`src/hdl/alm_pkg.sv`:
```
// ---------------------------------------------------------------------------
// Audio level meter package
// Shared constants, control word and status types for the bar meter.
// ---------------------------------------------------------------------------
package alm_pkg;

  localparam int DEFAULT_LEVELS    = 23;
  localparam int DEFAULT_MAX_BLOCK = 1024;

  localparam int SAMPLE_W        = 16;
  localparam int MAG_W           = 16;
  localparam int THR_W           = 16;
  localparam int LEVEL_W         = 5;
  localparam int COLOR_W         = 8;
  localparam int POS_W           = 7;
  localparam int THRESHOLD_RESET = 200;

  // Microprogram step addresses
  typedef logic [2:0] step_t;
  localparam step_t STEP_TAKE     = 3'd0;
  localparam step_t STEP_DIV_LOAD = 3'd1;
  localparam step_t STEP_DIV_RUN  = 3'd2;
  localparam step_t STEP_PREP     = 3'd3;
  localparam step_t STEP_EMIT     = 3'd4;
  localparam step_t STEP_WRAP     = 3'd5;

  typedef enum logic [2:0] {
    JMP_NEVER,
    JMP_ALWAYS,
    JMP_NOT_LAST,
    JMP_DIV_MORE,
    JMP_MORE_LEVELS
  } jump_cond_t;

  typedef struct packed {
    logic       take_in;
    logic       div_load;
    logic       div_step;
    logic       prep;
    logic       emit;
    jump_cond_t cond;
    step_t      target;
  } ctrl_word_t;

  typedef struct packed {
    logic in_fire;
    logic in_last;
    logic div_more;
    logic more_levels;
    logic out_free;
  } dp_status_t;

  typedef struct packed {
    logic [COLOR_W-1:0] red;
    logic [COLOR_W-1:0] green;
    logic [COLOR_W-1:0] blue;
  } color_t;

endpackage

```
`src/hdl/alm_divider.sv`:
```
// ---------------------------------------------------------------------------
// Audio level meter divider
// Restoring divider, one quotient bit per step, DW steps per division.
// ---------------------------------------------------------------------------
module alm_divider #(
  parameter int DW = 26,
  parameter int VW = 11
) (
  input  logic          clk,
  input  logic          rst,
  input  logic          load,
  input  logic          step,
  input  logic [DW-1:0] dividend,
  input  logic [VW-1:0] divisor,
  output logic [DW-1:0] quotient,
  output logic          more
);
  localparam int CW = (DW > 1) ? $clog2(DW) : 1;

  logic [VW-1:0] rem;
  logic [VW-1:0] denom;
  logic [CW-1:0] bits_left;
  logic [VW:0]   shifted;
  logic          fits;

  assign shifted = {rem, quotient[DW-1]};
  assign fits    = shifted >= {1'b0, denom};
  assign more    = bits_left != '0;

  always_ff @(posedge clk) begin
    if (rst) begin
      bits_left <= '0;
    end else if (load) begin
      quotient  <= dividend;
      // hold the divisor, the sample count is cleared once the division starts
      denom     <= divisor;
      rem       <= '0;
      bits_left <= CW'(DW - 1);
    end else if (step) begin
      // shift in the next dividend bit, subtract when the divisor fits
      rem       <= fits ? VW'(shifted - {1'b0, denom}) : shifted[VW-1:0];
      quotient  <= {quotient[DW-2:0], fits};
      bits_left <= bits_left - 1'b1;
    end
  end

endmodule

```
`src/hdl/alm_sequencer.sv`:
```
// ---------------------------------------------------------------------------
// Audio level meter sequencer
// Step counter over a six-word control program with conditional jumps.
// ---------------------------------------------------------------------------
module alm_sequencer (
  input  logic                clk,
  input  logic                rst,
  input  alm_pkg::dp_status_t st,
  output alm_pkg::ctrl_word_t cw
);
  import alm_pkg::*;

  step_t pc;
  step_t pc_next;
  logic  hold;
  logic  jump;

  // Control program
  always_comb begin
    cw = '{take_in: 1'b0, div_load: 1'b0, div_step: 1'b0, prep: 1'b0, emit: 1'b0,
           cond: JMP_ALWAYS, target: STEP_TAKE};
    case (pc)
      STEP_TAKE: begin
        cw.take_in = 1'b1;
        cw.cond    = JMP_NOT_LAST;
        cw.target  = STEP_TAKE;
      end
      STEP_DIV_LOAD: begin
        cw.div_load = 1'b1;
        cw.cond     = JMP_NEVER;
      end
      STEP_DIV_RUN: begin
        cw.div_step = 1'b1;
        cw.cond     = JMP_DIV_MORE;
        cw.target   = STEP_DIV_RUN;
      end
      STEP_PREP: begin
        cw.prep = 1'b1;
        cw.cond = JMP_NEVER;
      end
      STEP_EMIT: begin
        cw.emit   = 1'b1;
        cw.cond   = JMP_MORE_LEVELS;
        cw.target = STEP_EMIT;
      end
      STEP_WRAP: begin
        cw.cond   = JMP_ALWAYS;
        cw.target = STEP_TAKE;
      end
      default: begin
        cw.cond   = JMP_ALWAYS;
        cw.target = STEP_TAKE;
      end
    endcase
  end

  always_comb begin
    case (cw.cond)
      JMP_NEVER:       jump = 1'b0;
      JMP_ALWAYS:      jump = 1'b1;
      JMP_NOT_LAST:    jump = !st.in_last;
      JMP_DIV_MORE:    jump = st.div_more;
      JMP_MORE_LEVELS: jump = st.more_levels;
      default:         jump = 1'b0;
    endcase
  end

  // hold the step while waiting for a sample or for room at the output
  assign hold    = (cw.take_in && !st.in_fire) || (cw.emit && !st.out_free);
  assign pc_next = hold ? pc : (jump ? cw.target : step_t'(pc + 1'b1));

  always_ff @(posedge clk) begin
    if (rst) begin
      pc <= STEP_TAKE;
    end else begin
      pc <= pc_next;
    end
  end

endmodule

```
`src/hdl/alm_datapath.sv`:
```
// ---------------------------------------------------------------------------
// Audio level meter datapath
// Magnitude accumulator, mean divider, level compare and output register.
// ---------------------------------------------------------------------------
module alm_datapath #(
  parameter int LEVELS    = alm_pkg::DEFAULT_LEVELS,
  parameter int MAX_BLOCK = alm_pkg::DEFAULT_MAX_BLOCK
) (
  input  logic                                clk,
  input  logic                                rst,
  input  alm_pkg::ctrl_word_t                 cw,
  output alm_pkg::dp_status_t                 st,
  input  logic                                cfg_we,
  input  logic [alm_pkg::THR_W-1:0]           cfg_wdata,
  input  logic                                sample_valid,
  input  logic signed [alm_pkg::SAMPLE_W-1:0] sample_value,
  input  logic                                last_sample,
  input  logic                                result_stall,
  output logic                                result_valid,
  output logic [alm_pkg::LEVEL_W-1:0]         level,
  output logic [alm_pkg::COLOR_W-1:0]         red,
  output logic [alm_pkg::COLOR_W-1:0]         green,
  output logic [alm_pkg::COLOR_W-1:0]         blue,
  output logic                                lit,
  output logic [alm_pkg::POS_W-1:0]           strip_pos_first,
  output logic [alm_pkg::POS_W-1:0]           strip_pos_second,
  output logic [alm_pkg::POS_W-1:0]           strip_pos_third,
  output logic [alm_pkg::POS_W-1:0]           strip_pos_fourth,
  output logic                                last_level
);
  import alm_pkg::*;

  localparam int CNT_W = $clog2(MAX_BLOCK + 1);
  localparam int SUM_W = MAG_W - 1 + CNT_W;
  localparam int LVL_W = $clog2(LEVELS);
  localparam int CMP_W = THR_W + $clog2(LEVELS + 1);

  logic [SUM_W-1:0] sum;
  logic [CNT_W-1:0] count;
  logic [THR_W-1:0] threshold;
  logic [MAG_W-1:0] magnitude;
  logic [SUM_W-1:0] quotient;
  logic             div_more;
  logic [CMP_W-1:0] mean_scaled;
  logic [CMP_W-1:0] level_thr;
  logic [LVL_W-1:0] j;
  logic             lit_now;
  logic             emit_load;
  color_t           color_tab [LEVELS];
  color_t           color_sel;

  // Per-level gradient, worked out at elaboration
  for (genvar k = 0; k < LEVELS; k++) begin : g_color
    localparam int J3  = 3 * k;
    localparam int RL  = (510 * k) / LEVELS;
    localparam int GM  = (J3 >= LEVELS) ? (170 * (J3 - LEVELS)) / LEVELS : 0;
    localparam int BT  = (J3 >= 2 * LEVELS) ? (255 * (J3 - 2 * LEVELS)) / LEVELS : 0;
    localparam int GT  = (BT >= 170) ? 0 : 170 - BT;
    localparam int RV  = (J3 < LEVELS) ? RL : ((J3 < 2 * LEVELS) ? 170 - GM : 1);
    localparam int GV  = (J3 < LEVELS) ? 0 : ((J3 < 2 * LEVELS) ? GM : GT);
    localparam int BV  = (J3 < LEVELS) ? 255 - RL : ((J3 < 2 * LEVELS) ? 0 : BT);
    assign color_tab[k] = '{red: COLOR_W'(RV), green: COLOR_W'(GV), blue: COLOR_W'(BV)};
  end

  assign magnitude = sample_value[SAMPLE_W-1] ? MAG_W'(~sample_value + 1'b1)
                                              : MAG_W'(sample_value);

  alm_divider #(
    .DW(SUM_W),
    .VW(CNT_W)
  ) u_divider (
    .clk      (clk),
    .rst      (rst),
    .load     (cw.div_load),
    .step     (cw.div_step),
    .dividend (sum),
    .divisor  (count),
    .quotient (quotient),
    .more     (div_more)
  );

  assign st.in_fire     = cw.take_in && sample_valid;
  assign st.in_last     = last_sample;
  assign st.div_more    = div_more;
  assign st.more_levels = j != LVL_W'(LEVELS - 1);
  assign st.out_free    = !result_valid || !result_stall;

  assign emit_load = cw.emit && st.out_free;
  assign lit_now   = mean_scaled >= level_thr;
  assign color_sel = color_tab[j];

  always_ff @(posedge clk) begin
    if (rst) begin
      sum          <= '0;
      count        <= '0;
      threshold    <= THR_W'(THRESHOLD_RESET);
      result_valid <= 1'b0;
    end else begin
      if (cfg_we) begin
        threshold <= cfg_wdata;
      end
      // drop samples past a full block
      if (st.in_fire && count < CNT_W'(MAX_BLOCK)) begin
        sum   <= sum + SUM_W'(magnitude);
        count <= count + 1'b1;
      end
      if (cw.div_load) begin
        sum   <= '0;
        count <= '0;
      end
      if (cw.prep) begin
        mean_scaled <= CMP_W'(quotient[MAG_W-1:0]) * CMP_W'(LEVELS);
        level_thr   <= '0;
        j           <= '0;
      end
      if (emit_load) begin
        level            <= LEVEL_W'(j);
        red              <= lit_now ? color_sel.red   : '0;
        green            <= lit_now ? color_sel.green : '0;
        blue             <= lit_now ? color_sel.blue  : '0;
        lit              <= lit_now;
        strip_pos_first  <= POS_W'(j);
        strip_pos_second <= POS_W'(2 * LEVELS - 1 - int'(j));
        strip_pos_third  <= POS_W'(2 * LEVELS + int'(j));
        strip_pos_fourth <= POS_W'(4 * LEVELS - 1 - int'(j));
        last_level       <= j == LVL_W'(LEVELS - 1);
        j                <= j + 1'b1;
        level_thr        <= level_thr + CMP_W'(threshold);
      end
      if (emit_load) begin
        result_valid <= 1'b1;
      end else if (!result_stall) begin
        result_valid <= 1'b0;
      end
    end
  end

  a_div_nonzero: assert property (@(posedge clk) disable iff (rst)
    cw.div_load |-> count != '0)
    else $error("division started with a zero sample count");

  a_count_bound: assert property (@(posedge clk) disable iff (rst)
    count <= CNT_W'(MAX_BLOCK))
    else $error("sample count beyond block limit");

  a_emit_cleared: assert property (@(posedge clk) disable iff (rst)
    cw.emit |-> (sum == '0 && count == '0))
    else $error("accumulator not cleared while emitting levels");

  a_last_closes: assert property (@(posedge clk) disable iff (rst)
    (st.in_fire && last_sample) |=> !cw.take_in)
    else $error("sample taken right after a block end");

endmodule

```
`src/hdl/audio_level_bar_meter_top.sv`:
```
// ---------------------------------------------------------------------------
// Audio level bar meter
// Block-mean magnitude meter that emits one colored bar level per result.
// ---------------------------------------------------------------------------
// Samples are taken one per clock while the block accumulates. The transfer
// of a sample flagged last_sample starts the result run: load the divider,
// run the restoring divider (one quotient bit per cycle over a SUM_W-bit
// quotient, SUM_W = 15 + clog2(MAX_BLOCK+1), 26 with defaults), scale the
// mean, emit LEVELS level results (one per cycle unless the output stalls)
// and return to taking samples; sample_stall is high through the whole run.
// Samples beyond MAX_BLOCK in one block are dropped; a last sample still
// ends the block. The level threshold resets to 200 and is written through
// cfg_we.
module audio_level_bar_meter_top #(
  parameter int LEVELS    = alm_pkg::DEFAULT_LEVELS,
  parameter int MAX_BLOCK = alm_pkg::DEFAULT_MAX_BLOCK
) (
  input  logic                                clk,
  input  logic                                rst,
  input  logic                                cfg_we,
  input  logic [alm_pkg::THR_W-1:0]           cfg_wdata,
  input  logic                                sample_valid,
  output logic                                sample_stall,
  input  logic signed [alm_pkg::SAMPLE_W-1:0] sample_value,
  input  logic                                last_sample,
  output logic                                result_valid,
  input  logic                                result_stall,
  output logic [alm_pkg::LEVEL_W-1:0]         level,
  output logic [alm_pkg::COLOR_W-1:0]         red,
  output logic [alm_pkg::COLOR_W-1:0]         green,
  output logic [alm_pkg::COLOR_W-1:0]         blue,
  output logic                                lit,
  output logic [alm_pkg::POS_W-1:0]           strip_pos_first,
  output logic [alm_pkg::POS_W-1:0]           strip_pos_second,
  output logic [alm_pkg::POS_W-1:0]           strip_pos_third,
  output logic [alm_pkg::POS_W-1:0]           strip_pos_fourth,
  output logic                                last_level
);
  import alm_pkg::*;

  ctrl_word_t cw;
  dp_status_t st;

  assign sample_stall = !cw.take_in;

  alm_sequencer u_sequencer (
    .clk (clk),
    .rst (rst),
    .st  (st),
    .cw  (cw)
  );

  alm_datapath #(
    .LEVELS    (LEVELS),
    .MAX_BLOCK (MAX_BLOCK)
  ) u_datapath (
    .clk              (clk),
    .rst              (rst),
    .cw               (cw),
    .st               (st),
    .cfg_we           (cfg_we),
    .cfg_wdata        (cfg_wdata),
    .sample_valid     (sample_valid),
    .sample_value     (sample_value),
    .last_sample      (last_sample),
    .result_stall     (result_stall),
    .result_valid     (result_valid),
    .level            (level),
    .red              (red),
    .green            (green),
    .blue             (blue),
    .lit              (lit),
    .strip_pos_first  (strip_pos_first),
    .strip_pos_second (strip_pos_second),
    .strip_pos_third  (strip_pos_third),
    .strip_pos_fourth (strip_pos_fourth),
    .last_level       (last_level)
  );

endmodule
```
`config.mk`:
```
export PLATFORM = sky130hd
export DESIGN_NAME = audio_level_bar_meter_top
export DESIGN_NICKNAME = d
export VERILOG_FILES = /design/src/hdl/alm_pkg.sv /design/src/hdl/alm_divider.sv /design/src/hdl/alm_sequencer.sv /design/src/hdl/alm_datapath.sv /design/src/hdl/audio_level_bar_meter_top.sv
export SDC_FILE = /design/constraint.sdc
export NUM_CORES = 1
export LEC_CHECK = 0
export BUFFER_PORTS_ARGS = -buffer_cell sky130_fd_sc_hd__buf_2
export CAP_MARGIN = 10
export CELL_PAD_IN_SITES_DETAIL_PLACEMENT = 0
export CELL_PAD_IN_SITES_GLOBAL_PLACEMENT = 1
export CORE_UTILIZATION = 50
export CTS_CLUSTER_SIZE = 30
export DETAILED_ROUTE_END_ITERATION = 8
export PLACE_DENSITY_LB_ADDON = 0.3
export SYNTH_ARGS = -nofsm -noshare
export SYNTH_HDL_FRONTEND = slang
export SYNTH_SLANG_ARGS = --single-unit
```
`constraint.sdc`:
```
create_clock -name clk -period 6.2 [get_ports clk]
set_clock_uncertainty 0.15 [all_clocks]
set_input_delay 0.93 -clock clk [delete_from_list [all_inputs] [get_ports clk]]
set_output_delay 0.93 -clock clk [all_outputs]
set_load 0.05 [all_outputs]
```
=== Word-level counts from Yosys, hierarchy flattened ===
Memories as Yosys holds them, arrays and structs flattened. A register that Yosys moved wholly into a read port is not among the register bits.
Index checks and enable logic that the tools add are counted.

* Bits in read-only memories: 768
* Word-level logic and storage cells: 96
* Memories: 1
* RAM bits: 0
* Input bits: 38
* Flip-flop bits (word level): 185
* Latch bits: 0
* Output and inout bits: 61

* Reduce and logical (&&, ||, !) cells: 25
* Magnitude comparators: 3
* $mul: 1
* Shift-type cells: 0
* Equal/unequal tests: 11
* Add/subtract/negate cells: 11
* Bitwise gates (word level): 3
* Muxes and demuxes: 22
* Div/mod/pow operators: 0

{| class="wikitable"
|+ Memories
! name !! depth !! bits a word !! rd ports !! clocked after memory_dff !! write ports !! RTL line !! source
|-
| (name not given) || 32 || 24 || 1 || 1 || 0 || alm_datapath.sv:90 || <nowiki>assign color_sel = color_tab[j];</nowiki>
|}

{| class="wikitable"
|+ Operators by type and width
! kind !! count
|-
| $mux 26 || 2
|-
| $mux 21 || 2
|-
| $add 26x16->26 || 1
|-
| $mux 11 || 2
|-
| $add 21x16->21 || 1
|-
| $ge 21x21->1 || 1
|-
| $mul 16x5->21 const B || 1
|-
| $mux 5 || 4
|-
| $add 16x1->16 const B || 1
|-
| $mux 16 || 1
|-
| $not 16->16 || 1
|-
| $eq 3x2->1 const B || 4
|-
| $ge 12x11->1 || 1
|-
| $pmux 3 s4 || 1
|-
| $add 11x1->11 const B || 1
|-
| $lt 11x11->1 const B || 1
|-
| $sub 11x11->11 || 1
|-
| $reduce_and 2->1 || 5
|-
| $add 6x5->7 const A || 1
|-
| $logic_not 1->1 || 7
|-
| $mux 1 || 7
|-
| $sub 6x5->7 const A || 1
|-
| $sub 7x5->7 const A || 1
|-
| $eq 3x1->1 const B || 2
|-
| other kinds (18) || 26
|}

=== Longest topological paths before layout ===
* Depth in word-level cells: 6
* Mapped depth: 14

=== Cells and area by module ===
Synthesis repeated with hierarchy kept, for this count alone.

* Cells, all modules: 1334
* Area, all modules: 13316.5 µm²

{| class="wikitable"
|+ Modules (own cells, without submodules)
! module !! area each (µm²) !! cells an instance !! times used !! seq. area each (µm²)
|-
| alm_datapath || 10221.1 || 1079 || 1 || 3843.7
|-
| alm_divider || 2732.6 || 209 || 1 || 1541.5
|-
| alm_sequencer || 359.1 || 45 || 1 || 60.1
|-
| audio_level_bar_meter_top || 3.8 || 1 || 1 || 0.0
|}

=== Worst setup path before layout ===
No wires, ideal clock.

* Kind: input -> register
* Start point: input port result_stall
* End point: register u_datapath.j[0] (enable)
* Setup slack: 1794 ps
* Data arrival time: 3891 ps
* Stages on the path: 4
* Cells stage by stage: nand2_1 nand3_1 nor2_1 or2_2

* Longest elaborated chain between the ends: 5

{| class="wikitable"
|+ RTL lines
! what !! RTL line !! source
|-
| start, declared || audio_level_bar_meter_top.sv:27 || <nowiki>input logic result_stall,</nowiki>
|-
| $logic_not 1->1 || alm_datapath.sv:86 || <nowiki>assign st.out_free = !result_valid || !result_stall;</nowiki>
|-
| $logic_or 1x1->1 || alm_datapath.sv:86 ||
|-
| $logic_and 1x1->1 || alm_datapath.sv:88 || <nowiki>assign emit_load = cw.emit && st.out_free;</nowiki>
|-
| $reduce_bool 2->1 (no source line) || n/a ||
|-
| $reduce_and 2->1 (no source line) || n/a ||
|-
| end signal, assigned || alm_datapath.sv:127 || <nowiki>j <= j + 1'b1;</nowiki>
|-
| end, declared || alm_datapath.sv:46 || <nowiki>logic [LVL_W-1:0] j;</nowiki>
|}

No other way between the ends.
A chain may end at the register's enable or synchronous reset.

=== Worst setup path in the final report ===
* Start point: register u_datapath.u_divider.quotient[5]
* End point: register u_datapath.mean_scaled[20], data pin

* Longest elaborated chain between the ends: 1

{| class="wikitable"
|+ RTL lines
! what !! RTL line !! source
|-
| start, declared || alm_divider.sv:15 || <nowiki>output logic [DW-1:0] quotient,</nowiki>
|-
| start signal, assigned || alm_divider.sv:34 || <nowiki>quotient <= dividend;</nowiki>
|-
| start signal, assigned || alm_divider.sv:42 || <nowiki>quotient <= {quotient[DW-2:0], fits};</nowiki>
|-
| $mul 16x5->21 || alm_datapath.sv:112 || <nowiki>mean_scaled <= CMP_W'(quotient[MAG_W-1:0]) * CMP_W'(LEVELS);</nowiki>
|-
| end signal, assigned || alm_datapath.sv:112 ||
|-
| end, declared || alm_datapath.sv:44 || <nowiki>logic [CMP_W-1:0] mean_scaled;</nowiki>
|}

No other way between the ends.

==> reports/results.ini <==
[critical_path]
critPathMaxStageDelay_ps=510
crit_slowest_cell=fa_1
start_kind=flop
cp-end-kind=flop
critPathKind=reg2reg
arrival_ps=4400
worstPathRequired_ps=6290
path_cells=ha_1 -> fa_1 -> inv_1 -> fa_1 -> inv_1 -> ha_1 -> a211o_1 -> o311ai_4 -> nand2_2 -> a31o_1 -> and4b_1 -> or4_1
worstPathMaxFanout=5

[detailed_routing]
drtPass1Iterations=5
via_count=9692
viasPerCell=5.405
routed_wl_mm=25.98
wire_per_inst_um=14.49
drc=0
dr.first_iter.drc_count=505
drtAntennaViolNets=0

[synth]
synth_cell_types=66
netlist.area_leader.share_pct=31.88
postSynth.asyncResetShare_pct=0
syn_area_per_cell_um2=9.648
synthSimpleGateAreaFrac_pct=14.65
yosys_most_used_dff=edfxtp_1
synth_common_cells=nand2_1, edfxtp_1, ha_1
synthAdderAreaFrac_pct=16.92
synth_xor_area_share_pct=4.914
synth_compound_area_share_pct=14.60
synth.most_common_cell=nand2_1
synth.mux.area_fraction_pct=1.755
ys_ff_latch=202
yosys_warnings=0
synth_area_um2=13190
synth_largest_area_cell=edfxtp_1
ys_seq_area_share_pct=41.29
synth_top_family_by_area=adder cells
synth_edf_count=140
synthTopCellsByArea=edfxtp_1, ha_1, dfxtp_1
synth_cells=1367

[run_status]
status=finished, final reports clean

[timing]
max-slew-margin-rel_pct=26.72
rsz0062_at_grt=false
worst_pin_slew_ps=1099
setup_viol=0
hold_viol_final=0
setup_tns_ps=0
finalCritPeriodShare_pct=69.66
slew_violations=0
max_freq_mhz=231.5
period_minus_slack_ps=4319

[cts]
cts_buffers=23
h-tree-depth=1
clock_latency_ps=520
clock_path_buffers=3
cts_tree=done
post_cts_buffers=0
path_clk_slew_ps=60
clockRootBuffer=clkbuf_16
clkSinkCount=202
hold_buffers=0
ctsResizeCount=0

[global_route]
grt_use_total_pct=19.33
met1_usage_pct=26.88
overflow=0
grt_pass1_wl_mm=43.32
grt_busiest_layer=met2
grt_util_met3_pct=2.285
grt_pass1_vias=9103
antenna_found_initial=0
grt_max_degree=54
met2_usage_pct=32.51

[placed_design]
io_buffers=95
place_congestion=0.8739
place_inst=1751
dpl.hpwl_mm=18.93

[cells_and_area]
layout.nets=1640
final.fill_count=2378
diodes=0
fin_cells=1793
multi_input_comb_area_um2=7022
drive_above_1_share_pct=11.45
register_area_um2=5445
final_util_pct=56.63
area_growth_pct=11.56

[die]
die_w_um=164.4
rows=59
die_h_um=164.4
io_pins=99
die-area_um2=27030
start_util_pct=50.76
coreArea_um2=25980

[worst_hold_path]
hold_class=reg2reg

[pwr]
p_leak_nw=6.347
power.density_nw_per_um2=519.3
power_mw=7.640
peakVddDrop_mv=0.3198

[flow_run]
cap_violations=0

-- power by group --
part | internal, mW | switching, mW | leakage [nW]
registers | 1.91 | 0.169 | 1.80
logic | 1.85 | 2.33 | 4.15
clock network | 0.833 | 0.552 | 0.397
total | 4.59 | 3.05 | 6.35
-- cell families after synthesis --
logic type               Yosys count
AND/OR/NAND/NOR                  412
AO/OA/AOI/OAI                    303
flip-flops                       202
buffers and inverters            191
adder cells (fa/ha/maj)          161
XOR/XNOR                          74
multiplexers                      23
other                              1
-- worst paths after layout --
kind	from	to	slack [ps]	cells after the start
setup / recovery	u_datapath.u_divider.quotient[5]	u_datapath.mean_scaled[20]	1880	12
hold / removal	u_datapath.count[9]	u_datapath.u_divider.denom[9]	320	0
setup reg to reg	u_datapath.u_divider.quotient[5]	u_datapath.mean_scaled[20]	1880	12
hold reg to reg	u_datapath.count[9]	u_datapath.u_divider.denom[9]	320	0
-- final cells by class --
| cell class | count | area share [%] |
|---|---|---|
| timing repair buffer | 104 | 3.690 |
| tap | 335 | 2.849 |
| sequential | 202 | 37.01 |
| multi-input combinational | 976 | 47.72 |
| clock inverter | 10 | 0.5442 |
| clock buffer | 32 | 4.770 |
| inverter | 134 | 3.418 |
-- cells in the final DEF (no fill, tap or decap), types with 5 or more instances in the layout --
cell	netlist	routed
fa_1	29	29
inv_1	131	131
clkbuf_16	0	25
buf_2	1	95
a21oi_1	98	95
nand4_1	9	9
o21bai_1	8	8
a31oi_1	6	6
dfxtp_1	62	62
nor2_1	105	104
a21o_1	30	30
ha_1	132	132
nand3_1	17	17
and3_1	12	12
nand2b_1	14	14
mux2i_1	22	22
nor3_1	32	32
a41oi_1	5	5
a211oi_1	20	20
o211ai_1	5	5
o21ai_0	66	66
xnor2_1	53	53
or4_1	5	5
clkinv_2	0	7
nand2_1	149	149
o31ai_1	11	11
edfxtp_1	140	140
or2_2	5	5
nor4_1	10	10
a211o_1	7	7
o21a_1	12	12
nor2b_1	15	13
a2111oi_0	6	6
xor2_1	21	21
or3_1	16	16
clkbuf_8	0	5
buf_4	14	9
-- registers in the layout, indices dropped and copies added (netlist names), 8 cells and up --
signal                         count
u_datapath.mean_scaled            21
u_datapath.level_thr              21
u_datapath.threshold              16
u_datapath.blue                    8
u_datapath.u_divider.rem          11
u_datapath.red                     8
u_datapath.count                  11
u_datapath.u_divider.denom        11
u_datapath.green                   8
u_datapath.sum                    26
u_datapath.u_divider.quotient     26
-- routing by layer --
metal,vias to the layer above,wire length [µm]
li1,4960,-
met1,4518,12580
met2,189,12020
met3,25,1053
met4,0,331
met5,-,0
-- critical path: cells and delay by family, from the launching register on --
kind            cells  cell delay, ps
buf+inv             2              90
simple gates        3             790
compound gates      3             830
flops               1             460
fa+ha+maj           4            1730
-- stage by stage --
step / hold slack, ps / setup WS [ps] / instance area (µm²)
global route: 334.0 / 1658 / 14710
floorplan: 282.1 / 1794 / 13200
finish: 317.7 / 1881 / 14710
CTS: 319.0 / 1868 / 14710
global placement: 299.4 / 1719 / 13930
detailed placement: 306.5 / 1638 / 13930
(Power assumes the default switching activity.)
